<file path="src/sv/assert_macros.svh">
// ---------------------------------------------------------------------------
// assert_macros.svh
// Assertion helpers for the UUID parser; define NO_ASSERTIONS to drop them.
// ---------------------------------------------------------------------------
`ifndef ASSERT_MACROS_SVH
`define ASSERT_MACROS_SVH

`ifndef NO_ASSERTIONS

// Same-cycle implication, disabled during reset.
`define ASSERT_IMPLIES(label, clk, rst, ante, cons) \
  label: assert property (@(posedge clk) disable iff (rst) (ante) |-> (cons)) \
    else $error("assertion failed: implication");

// Next-cycle implication, disabled during reset.
`define ASSERT_NEXT(label, clk, rst, ante, cons) \
  label: assert property (@(posedge clk) disable iff (rst) (ante) |=> (cons)) \
    else $error("assertion failed: next-cycle implication");

`else

`define ASSERT_IMPLIES(label, clk, rst, ante, cons)
`define ASSERT_NEXT(label, clk, rst, ante, cons)

`endif

`endif

</file>
<file path="src/sv/uhp_pkg.sv">
// ---------------------------------------------------------------------------
// uhp_pkg
// Shared types and character constants for the UUID hex string parser.
// ---------------------------------------------------------------------------
`default_nettype none

package uhp_pkg;

  // ASCII codes the decoder looks for
  localparam logic [7:0] CHAR_DASH    = 8'h2D;
  localparam logic [7:0] CHAR_ZERO    = 8'h30;
  localparam logic [7:0] CHAR_NINE    = 8'h39;
  localparam logic [7:0] CHAR_LOWER_A = 8'h61;
  localparam logic [7:0] CHAR_LOWER_F = 8'h66;
  localparam logic [7:0] CHAR_UPPER_A = 8'h41;
  localparam logic [7:0] CHAR_UPPER_F = 8'h46;

  // Limits of a well-formed string
  localparam int unsigned NIBBLE_BITS   = 4;
  localparam int unsigned NIBBLES_TOTAL = 32;
  localparam int unsigned VALUE_BITS    = NIBBLE_BITS * NIBBLES_TOTAL;
  localparam logic [5:0]  DIGITS_FULL   = 6'd32;
  localparam logic [2:0]  DASH_LIMIT    = 3'd4;

  // Classification of one character
  typedef struct packed {
    logic       is_hex;
    logic       is_dash;
    logic [3:0] nibble;
  } uhp_char_t;

  // One parse result; value holds byte 0 in its top bits
  typedef struct packed {
    logic [VALUE_BITS-1:0] value;
    logic                  ok;
  } uhp_result_t;

endpackage

`default_nettype wire

</file>
<file path="src/sv/uhp_decode.sv">
// ---------------------------------------------------------------------------
// uhp_decode
// Classifies one ASCII byte as dash, hex digit (with its value) or other.
// ---------------------------------------------------------------------------
`default_nettype none

module uhp_decode
  import uhp_pkg::*;
(
  input  wire logic [7:0] char_code,
  output uhp_char_t       cls
);

  logic is_digit;
  logic is_lower;
  logic is_upper;

  // Range checks for the three digit groups
  assign is_digit = (char_code >= CHAR_ZERO)    && (char_code <= CHAR_NINE);
  assign is_lower = (char_code >= CHAR_LOWER_A) && (char_code <= CHAR_LOWER_F);
  assign is_upper = (char_code >= CHAR_UPPER_A) && (char_code <= CHAR_UPPER_F);

  // Pick the nibble value from whichever group matched
  always_comb begin
    cls.is_dash = (char_code == CHAR_DASH);
    cls.is_hex  = is_digit || is_lower || is_upper;
    if (is_digit) begin
      cls.nibble = 4'(char_code - CHAR_ZERO);
    end else if (is_lower) begin
      cls.nibble = 4'(char_code - CHAR_LOWER_A) + 4'd10;
    end else if (is_upper) begin
      cls.nibble = 4'(char_code - CHAR_UPPER_A) + 4'd10;
    end else begin
      cls.nibble = 4'd0;
    end
  end

endmodule

`default_nettype wire

</file>
<file path="src/sv/uhp_accum.sv">
// ---------------------------------------------------------------------------
// uhp_accum
// Holds the value under assembly, digit and dash counts and the fail flag;
// applies one classified character per step and clears after the last one.
// ---------------------------------------------------------------------------
`default_nettype none

module uhp_accum
  import uhp_pkg::*;
(
  input  wire logic      clk,
  input  wire logic      rst,
  input  wire logic      step,
  input  wire logic      is_final,
  input  wire uhp_char_t cls,
  output uhp_result_t    result
);

  logic [VALUE_BITS-1:0] value;
  logic [VALUE_BITS-1:0] value_next;
  logic [5:0]            digit_count;
  logic [5:0]            digit_count_next;
  logic [2:0]            dash_count;
  logic [2:0]            dash_count_next;
  logic                  failed;
  logic                  failed_next;
  logic                  take_digit;

  // Apply one character to the running state
  always_comb begin
    digit_count_next = digit_count;
    dash_count_next  = dash_count;
    failed_next      = failed;
    take_digit       = 1'b0;
    if (!failed) begin
      if (digit_count >= DIGITS_FULL) begin
        failed_next = 1'b1;
      end else if (cls.is_dash) begin
        dash_count_next = dash_count + 3'd1;
        if (dash_count_next > DASH_LIMIT) begin
          failed_next = 1'b1;
        end
      end else if (!cls.is_hex) begin
        failed_next = 1'b1;
      end else begin
        take_digit       = 1'b1;
        digit_count_next = digit_count + 6'd1;
      end
    end
  end

  // Insert the nibble at its slot, byte 0 high nibble first
  for (genvar i = 0; i < NIBBLES_TOTAL; i++) begin : g_slot
    localparam int unsigned HI = VALUE_BITS - 1 - NIBBLE_BITS * i;
    assign value_next[HI -: NIBBLE_BITS] =
      (take_digit && (digit_count[4:0] == 5'(i))) ? cls.nibble : value[HI -: NIBBLE_BITS];
  end

  // Result as seen after this character
  assign result.value = value_next;
  assign result.ok    = !failed_next && (digit_count_next == DIGITS_FULL);

  // Advance state; clear after the last character of a string
  always_ff @(posedge clk) begin
    if (rst) begin
      value       <= '0;
      digit_count <= '0;
      dash_count  <= '0;
      failed      <= 1'b0;
    end else if (step) begin
      if (is_final) begin
        value       <= '0;
        digit_count <= '0;
        dash_count  <= '0;
        failed      <= 1'b0;
      end else begin
        value       <= value_next;
        digit_count <= digit_count_next;
        dash_count  <= dash_count_next;
        failed      <= failed_next;
      end
    end
  end

endmodule

`default_nettype wire

</file>
<file path="src/sv/uuid_hex_string_parser.sv">
// ---------------------------------------------------------------------------
// uuid_hex_string_parser
// Parses a 128-bit UUID from a stream of ASCII characters, one per beat.
//
//   Channel   Dir  Beat content
//   s_*       in   tdata = char_code[7:0], tlast = is_final
//   m_*       out  tdata = uuid_upper, uuid_lower; tuser = parse_ok
//
// One character per cycle sustained while no last character waits on a
// stalled output; a beat is held in the input register, and a last
// character loads its result into the output register as it leaves it,
// from where the result is offered on m_*.
// Reset clears the string state and both valid flags; no clearing pass.
// Only a last-character beat waits on a stalled output; other characters
// keep flowing while a result is held.
// ---------------------------------------------------------------------------
`default_nettype none

`include "assert_macros.svh"

module uuid_hex_string_parser
  import uhp_pkg::*;
(
  input  wire logic         clk,
  input  wire logic         rst,
  input  wire logic         s_tvalid,
  output logic              s_tready,
  input  wire logic [7:0]   s_tdata,   // [7:0] char_code
  input  wire logic         s_tlast,   // is_final
  output logic              m_tvalid,
  input  wire logic         m_tready,
  output logic [127:0]      m_tdata,   // [63:0] uuid_upper, [127:64] uuid_lower
  output logic              m_tuser    // [0] parse_ok
);

  logic        in_vld;
  logic [7:0]  in_char;
  logic        in_final;
  logic        advance;
  uhp_char_t   cls;
  uhp_result_t result;
  logic [VALUE_BITS-1:0] out_value;
  logic        out_ok;

  // Move the held beat on unless it is a last character facing a full output
  assign advance  = in_vld && (!in_final || !m_tvalid || m_tready);
  assign s_tready = !in_vld || advance;

  // Input register
  always_ff @(posedge clk) begin
    if (rst) begin
      in_vld <= 1'b0;
    end else if (s_tvalid && s_tready) begin
      in_vld <= 1'b1;
    end else if (advance) begin
      in_vld <= 1'b0;
    end
  end

  always_ff @(posedge clk) begin
    if (s_tvalid && s_tready) begin
      in_char  <= s_tdata;
      in_final <= s_tlast;
    end
  end

  uhp_decode u_decode (
    .char_code (in_char),
    .cls       (cls)
  );

  uhp_accum u_accum (
    .clk      (clk),
    .rst      (rst),
    .step     (advance),
    .is_final (in_final),
    .cls      (cls),
    .result   (result)
  );

  // Output register: load on a last character, drop when taken
  always_ff @(posedge clk) begin
    if (rst) begin
      m_tvalid <= 1'b0;
    end else if (advance && in_final) begin
      m_tvalid <= 1'b1;
    end else if (m_tready) begin
      m_tvalid <= 1'b0;
    end
  end

  always_ff @(posedge clk) begin
    if (advance && in_final) begin
      out_value <= result.value;
      out_ok    <= result.ok;
    end
  end

  assign m_tdata = {out_value[VALUE_BITS/2-1:0], out_value[VALUE_BITS-1:VALUE_BITS/2]};
  assign m_tuser = out_ok;

  // A last character always produces a result next cycle
  `ASSERT_NEXT(a_final_emits, clk, rst, advance && in_final, m_tvalid)
  // A result only appears after a last character moved on
  `ASSERT_IMPLIES(a_emit_source, clk, rst, $rose(m_tvalid), $past(advance && in_final))
  // Input stalls only for a last character behind a stalled result
  `ASSERT_IMPLIES(a_stall_cause, clk, rst, !s_tready,
                  in_vld && in_final && m_tvalid && !m_tready)

endmodule

`default_nettype wire

</file>
<file path="config.mk">
export PLATFORM = sky130hd
export DESIGN_NAME = uuid_hex_string_parser
export DESIGN_NICKNAME = d
export VERILOG_FILES = /design/src/sv/uhp_pkg.sv /design/src/sv/uhp_decode.sv /design/src/sv/uhp_accum.sv /design/src/sv/uuid_hex_string_parser.sv
export VERILOG_INCLUDE_DIRS = /design/src /design/src/sv
export SDC_FILE = /design/constraint.sdc
export NUM_CORES = 1
export LEC_CHECK = 0
export BUFFER_PORTS_ARGS = -buffer_cell sky130_fd_sc_hd__buf_2
export CORE_ASPECT_RATIO = 0.8
export CORE_MARGIN = 10
export CORE_UTILIZATION = 35
export CTS_CLUSTER_SIZE = 8
export DETAILED_ROUTE_END_ITERATION = 7
export SLEW_MARGIN = 25
export SYNTH_ARGS = -nofsm -noshare
export SYNTH_HDL_FRONTEND = slang
export SYNTH_HIERARCHICAL = 1
export SYNTH_SLANG_ARGS = --single-unit
</file>
<file path="constraint.sdc">
create_clock -name clk -period 18.3 [get_ports clk]
set_input_delay 1.83 -clock clk [delete_from_list [all_inputs] [get_ports clk]]
set_output_delay 1.83 -clock clk [all_outputs]
set_load 0.05 [all_outputs]
</file>
After elaboration in Yosys (flattened, before gate mapping)
Cells that the tools add are included.
{"block": "op_classes", "add_sub_neg": 7, "magnitude_cmp": 8, "eq_ne": 35, "n_mux": 59, "n_reduce_logical": 53}
{"cell": "$mux W4", "n": 35}
{"cell": "$mux W128", "n": 1}
{"cell": "$eq A5 B5 Y1 const B", "n": 16}
{"cell": "$eq A5 B4 Y1 const B", "n": 8}
{"cell": "$logic_and A1 B1 Y1", "n": 39}
{"cell": "$mux W6", "n": 5}
{"cell": "$eq A5 B3 Y1 const B", "n": 4}
{"cell": "$ge A8 B7 Y1 const B", "n": 2}
{"cell": "$le A8 B7 Y1 const B", "n": 2}
{"cell": "$mux W1", "n": 14}
{"cell": "$mux W3", "n": 4}
{"cell": "$sub A4 B1 Y4 const B", "n": 3}
{"cell": "$eq A5 B2 Y1 const B", "n": 2}
{"cell": "$add A4 B4 Y4 const B", "n": 2}
{"cell": "$eq A8 B6 Y1 const B", "n": 1}
{"cell": "$ge A8 B6 Y1 const B", "n": 1}
{"cell": "$le A8 B6 Y1 const B", "n": 1}
{"cell": "$add A6 B1 Y6 const B", "n": 1}
{"cell": "$eq A6 B6 Y1 const B", "n": 1}
{"cell": "$ge A6 B6 Y1 const B", "n": 1}
{"cell": "$reduce_bool A2 Y1", "n": 3}
{"cell": "$eq A5 B1 Y1 const B", "n": 1}
{"cell": "$logic_not A5 Y1", "n": 1}
{"cell": "$logic_or A1 B1 Y1", "n": 5}
{"cell": "5 further kinds", "n": 9}
{"block": "word_totals", "ff_bits": 278, "in_bits": 13, "out_inout_bits": 131, "elab_cells": 172}

Longest topological paths before layout
{"block": "logic_depth", "word_depth": 11, "ltp_mapped": 11, "ltp_nobuf": 8}

Hierarchy
Netlist, hierarchy kept.
{"module": "uhp_accum", "n_inst": 1, "cells_each": 1030, "area_each_um2": 8546.9, "seq_area_each_um2": 2762.6}
{"module": "uuid_hex_string_parser", "n_inst": 1, "cells_each": 150, "area_each_um2": 4247.8, "seq_area_each_um2": 4184.0}
{"module": "uhp_decode", "n_inst": 1, "cells_each": 28, "area_each_um2": 205.2, "seq_area_each_um2": 0.0}

Worst setup path after synthesis
No wires, ideal clock.
{"block": "synth_timing", "path_type": "input to register", "start": "input port m_tready", "end": "register out_ok (netlist: m_tuser), enable pin", "setup_ps": 618, "arrival_time_ps": 7367, "required_ps": 17682, "slack_ps": 10314, "stages": 2, "n_path_buf": 0, "path_cell_list": "and2b_1 nor2_1"}
{"block": "synth_between", "elab_chain_cells": 3}
{"element": "from (decl)", "line": "uuid_hex_string_parser.sv:31", "text": "input wire logic m_tready,"}
{"element": "$logic_or A1 B1 Y1", "line": "uuid_hex_string_parser.sv:46", "text": "assign advance = in_vld && (!in_final || !m_tvalid || m_tready);"}
{"element": "$logic_and A1 B1 Y1", "line": "uuid_hex_string_parser.sv:46"}
{"element": "$logic_and A1 B1 Y1", "line": "uuid_hex_string_parser.sv:93", "text": "if (advance && in_final) begin"}
{"element": "to (signal assigned)", "line": "uuid_hex_string_parser.sv:95", "text": "out_ok <= result.ok;"}
{"element": "to (decl)", "line": "uuid_hex_string_parser.sv:43", "text": "logic out_ok;"}
Every way passes these cells.
A chain may end at the register's enable or synchronous reset.

Final worst setup path
{"block": "layout_timing", "start": "input port m_tready", "end": "output port s_tready"}
{"block": "layout_between", "elab_chain_cells": 3}
{"element": "$logic_or A1 B1 Y1", "line": "uuid_hex_string_parser.sv:46"}
{"element": "$logic_and A1 B1 Y1", "line": "uuid_hex_string_parser.sv:46"}
{"element": "$logic_or A1 B1 Y1", "line": "uuid_hex_string_parser.sv:47", "text": "assign s_tready = !in_vld || advance;"}
{"element": "to (decl)", "line": "uuid_hex_string_parser.sv:27", "text": "output logic s_tready,"}
Every way passes these cells.

==> summary.txt <==
outcome -> complete, no violations
flop2flop setup slack -> 14.42 ns
Hold EP -> u_accum/value[63]
switching pwr -> 0.336 mW
cell depth of the worst hold path -> 2
fraction of layout cells with a size suffix above 1 -> 0.282
hold_sp -> u_accum/value[63]
die width -> 235 um
Syn Inst Count -> 1208
Async SR Flop Fraction -> 0
Post-synth EDFFs -> 138
Critical Path RT -> 16.47 ns
Worst-Skew Late Latency -> 0.54 ns
Post-synth top flop -> dfxtp_1
initial core utilization -> 0.352
Worst-path clk slew -> 0.05 ns
setup TNS -> 0 ns
capturing point of the worst reg2reg path -> out_value[19]
final period utilization -> 0.232
CP endpoint kind -> primary output
yosys warns -> 6
Max Cap Violations -> 0
Final ANT Viol Nets -> 0
placer's final routability congestion estimate -> 0.809
synthesized area per cell -> 10.8 um2
vias in the first global route -> 9659
HPWL Detailed -> 22200 um
total die area -> 45300 um2
R2R Path Start -> in_char[3]
CP startpoint kind -> input port
power per standard cell area -> 92.9 nW/um2
Synth Register Bits -> 278
relative slew slack -> 0.285
Comb power frac -> 0.050
port bufs -> 143
Avg WL per Cell -> 20.4 um
initial antenna violation count -> 0
met3 Usage GRT -> 0.0351
Fin. Hold Viols -> 0
Post-Route Utilization -> 0.413
worst slew pin tran -> 1.07 ns
# H-tree levels -> 2
syn nets -> 1232
clock sinks -> 278
# diodes -> 0
internal power -> 1.08 mW
core area -> 36900 um2
met1 Usage GRT -> 0.216
f_max -> 0.235 GHz
post-synthesis sequential area ratio -> 0.534
TritonCTS buffer count -> 40
FILL cells -> 3507
synth unique cells -> 63
Hold Slack -> 0.473 ns
via count -> 9952
DRT Wirelength -> 36900 um
Setup Viol. Count Final -> 0
largest net degree at the start of global routing -> 108
grt met2 use -> 0.238
drt initial violations -> 823
nets@finish -> 1318
drt drc -> 0
Via-to-Cell Ratio -> 5.50
placed instance area -> 14100 um2
DRT Pass-1 Iters -> 5
clk_skew -> 0.0205 ns
GRT Total Usage -> 0.157
Layout area overhead -> 17.3%
Pleak -> 5.78 nW
Crit Path Category -> in -> out
Clk network pwr share -> 0.481
peak supply drop -> 0.0560 mV
sw frac -> 0.237
Mapped Area -> 13000 um2
clk root buf -> clkbuf_16
total grt overflow -> 0
GRT busiest layer -> met2
design area -> 15200 um2
IO Count -> 144
min cycle time layout -> 4.25 ns
Max Root-Sink Buffers -> 3
first-pass GRT wire length -> 57700 um
# rows -> 63
crit-path max FO -> 3
r2r worst-path depth -> 6
CTS tree -> built
Reg power frac -> 0.469
CP Data Arrival Time -> 2.42 ns
cts hold-fix bufs -> 0
worst min-delay path category -> reg -> reg
post-CTS sizing -> 0
Post-CTS Setup Inserts -> 0
Max Slew Vio Count -> 0
Chip Height -> 192 um
unrepaired setup endpoints after global routing -> no
## power by group through the flow
stage	Sequential, mW	Combinational [mW]	Clock (mW)
6_report	0.664	0.0708	0.682
5_1_grt	0.664	0.0749	0.731
4_1_cts	0.664	0.0712	0.701
3_5_place_dp	0.676	0.0711	0
3_3_place_gp	0.676	0.0704	0
2_1_floorplan	0.701	0.0274	0
## flip-flops by register name (all words and copies together) (netlist names)
signal,cells
in_char,8
in_final,1
in_vld,1
m_tuser,1
m_tvalid,1
out_value,128
u_accum/dash_count,3
u_accum/digit_count,6
u_accum/failed,1
u_accum/value,128
## synth_stat cells, drive strengths merged, types with 2 or more instances
cell type | n | area share
nand3 | 248 | 0.095
nand2 | 149 | 0.043
dfxtp | 140 | 0.22
edfxtp | 138 | 0.32
mux2 | 128 | 0.11
o211ai | 120 | 0.069
clkbuf | 90 | 0.026
buf | 35 | 0.018
nor2 | 22 | 0.012
inv | 20 | 0.0058
ha | 11 | 0.011
nand4 | 8 | 0.0039
nand4bb | 7 | 0.0061
a2111o | 6 | 0.0052
nor4bb | 6 | 0.0046
nand4b | 5 | 0.0043
o32ai | 5 | 0.0034
a21oi | 4 | 0.0015
and4b | 4 | 0.0031
o21a | 4 | 0.0023
o311ai | 4 | 0.0027
and4bb | 3 | 0.0029
nor2b | 3 | 0.0014
nor3 | 3 | 0.0012
nor3b | 3 | 0.0017
nor4 | 3 | 0.0026
nor4b | 3 | 0.0055
or4b | 3 | 0.0026
a2111oi | 2 | 0.0013
a211o | 2 | 0.0013
a21o | 2 | 0.0013
a311o | 2 | 0.0015
a31oi | 2 | 0.00096
and2 | 2 | 0.00096
and3 | 2 | 0.00096
and4 | 2 | 0.0013
nand2b | 2 | 0.00096
or2 | 2 | 0.00096
## stage by stage
step | total power, mW | setup slack, ns | cells
2_1_floorplan | 0.728 | 10.31 | 1208
3_3_place_gp | 0.747 | 14.03 | 1738
3_5_place_dp | 0.747 | 14.03 | 1739
4_1_cts | 1.44 | 14.02 | 1809
5_1_grt | 1.47 | 14.00 | 1809
6_report | 1.42 | 14.05 | 1809
## cell type report
cell class | count | area [um2] | share of cell area
well taps | 487 | 609 | 0.0400
multi-input cells | 784 | 5540 | 0.364
repair buffers | 169 | 918 | 0.0602
clock inverters | 3 | 48.8 | 0.00320
inverters | 21 | 78.8 | 0.00517
flip-flops and latches | 278 | 6950 | 0.456
clock buffers | 67 | 1100 | 0.0723
## layout by cell type, fill, tap and decap left out, drive strengths merged, types with 3 or more instances in the layout
cell type,synthesis,final
nor4,3,3
buf,35,169
nor3b,3,3
mux2,128,128
nand4,8,8
a21oi,4,4
clkbuf,90,67
nor2b,3,3
nor4b,3,3
a2111o,6,6
edfxtp,138,138
nor4bb,6,6
nand2,149,149
clkinv,1,4
nand4bb,7,7
dfxtp,140,140
nand3,248,248
and4bb,3,3
inv,20,20
nand4b,5,5
nor3,3,3
o32ai,5,5
o211ai,120,120
ha,11,11
o311ai,4,4
nor2,22,22
o21a,4,4
or4b,3,3
and4b,4,4
## critical path, cell delays in order
cell	delay, ns
buf_2	0.11
nand4b_2	0.23
buf_2	0.25
## worst max-delay path by stage
stage / from / endpoint / slack (ns) / depth (start not counted)
global route: m_tready / s_tready / 14.00 / 3
global placement: m_tready / s_tready / 14.03 / 3
finish: m_tready / s_tready / 14.05 / 3
detailed placement: m_tready / s_tready / 14.03 / 3
floorplan: m_tready / m_tuser / 10.31 / 2
CTS: m_tready / s_tready / 14.02 / 3
## routing by layer
| layer | vias up | routed length (um) |
|---|---|---|
| met5 | - | 0 |
| met4 | 0 | 960 |
| met3 | 72 | 2330 |
| met2 | 342 | 16200 |
| met1 | 4860 | 17400 |
| li1 | 4678 | - |
## cells by family after synthesis
kind of cell               after synthesis  share of synthesized area
AOI/OAI and AO/OA                      162                     0.0967
muxes                                  128                      0.111
xor gates and xnor gates                 1                   0.000674
DFF                                    278                      0.534
buffers and inverters                  146                     0.0500
adders and majority gates               11                     0.0106
and+or+nand+nor                        482                      0.197
Power figures use the tool's default switching activity.
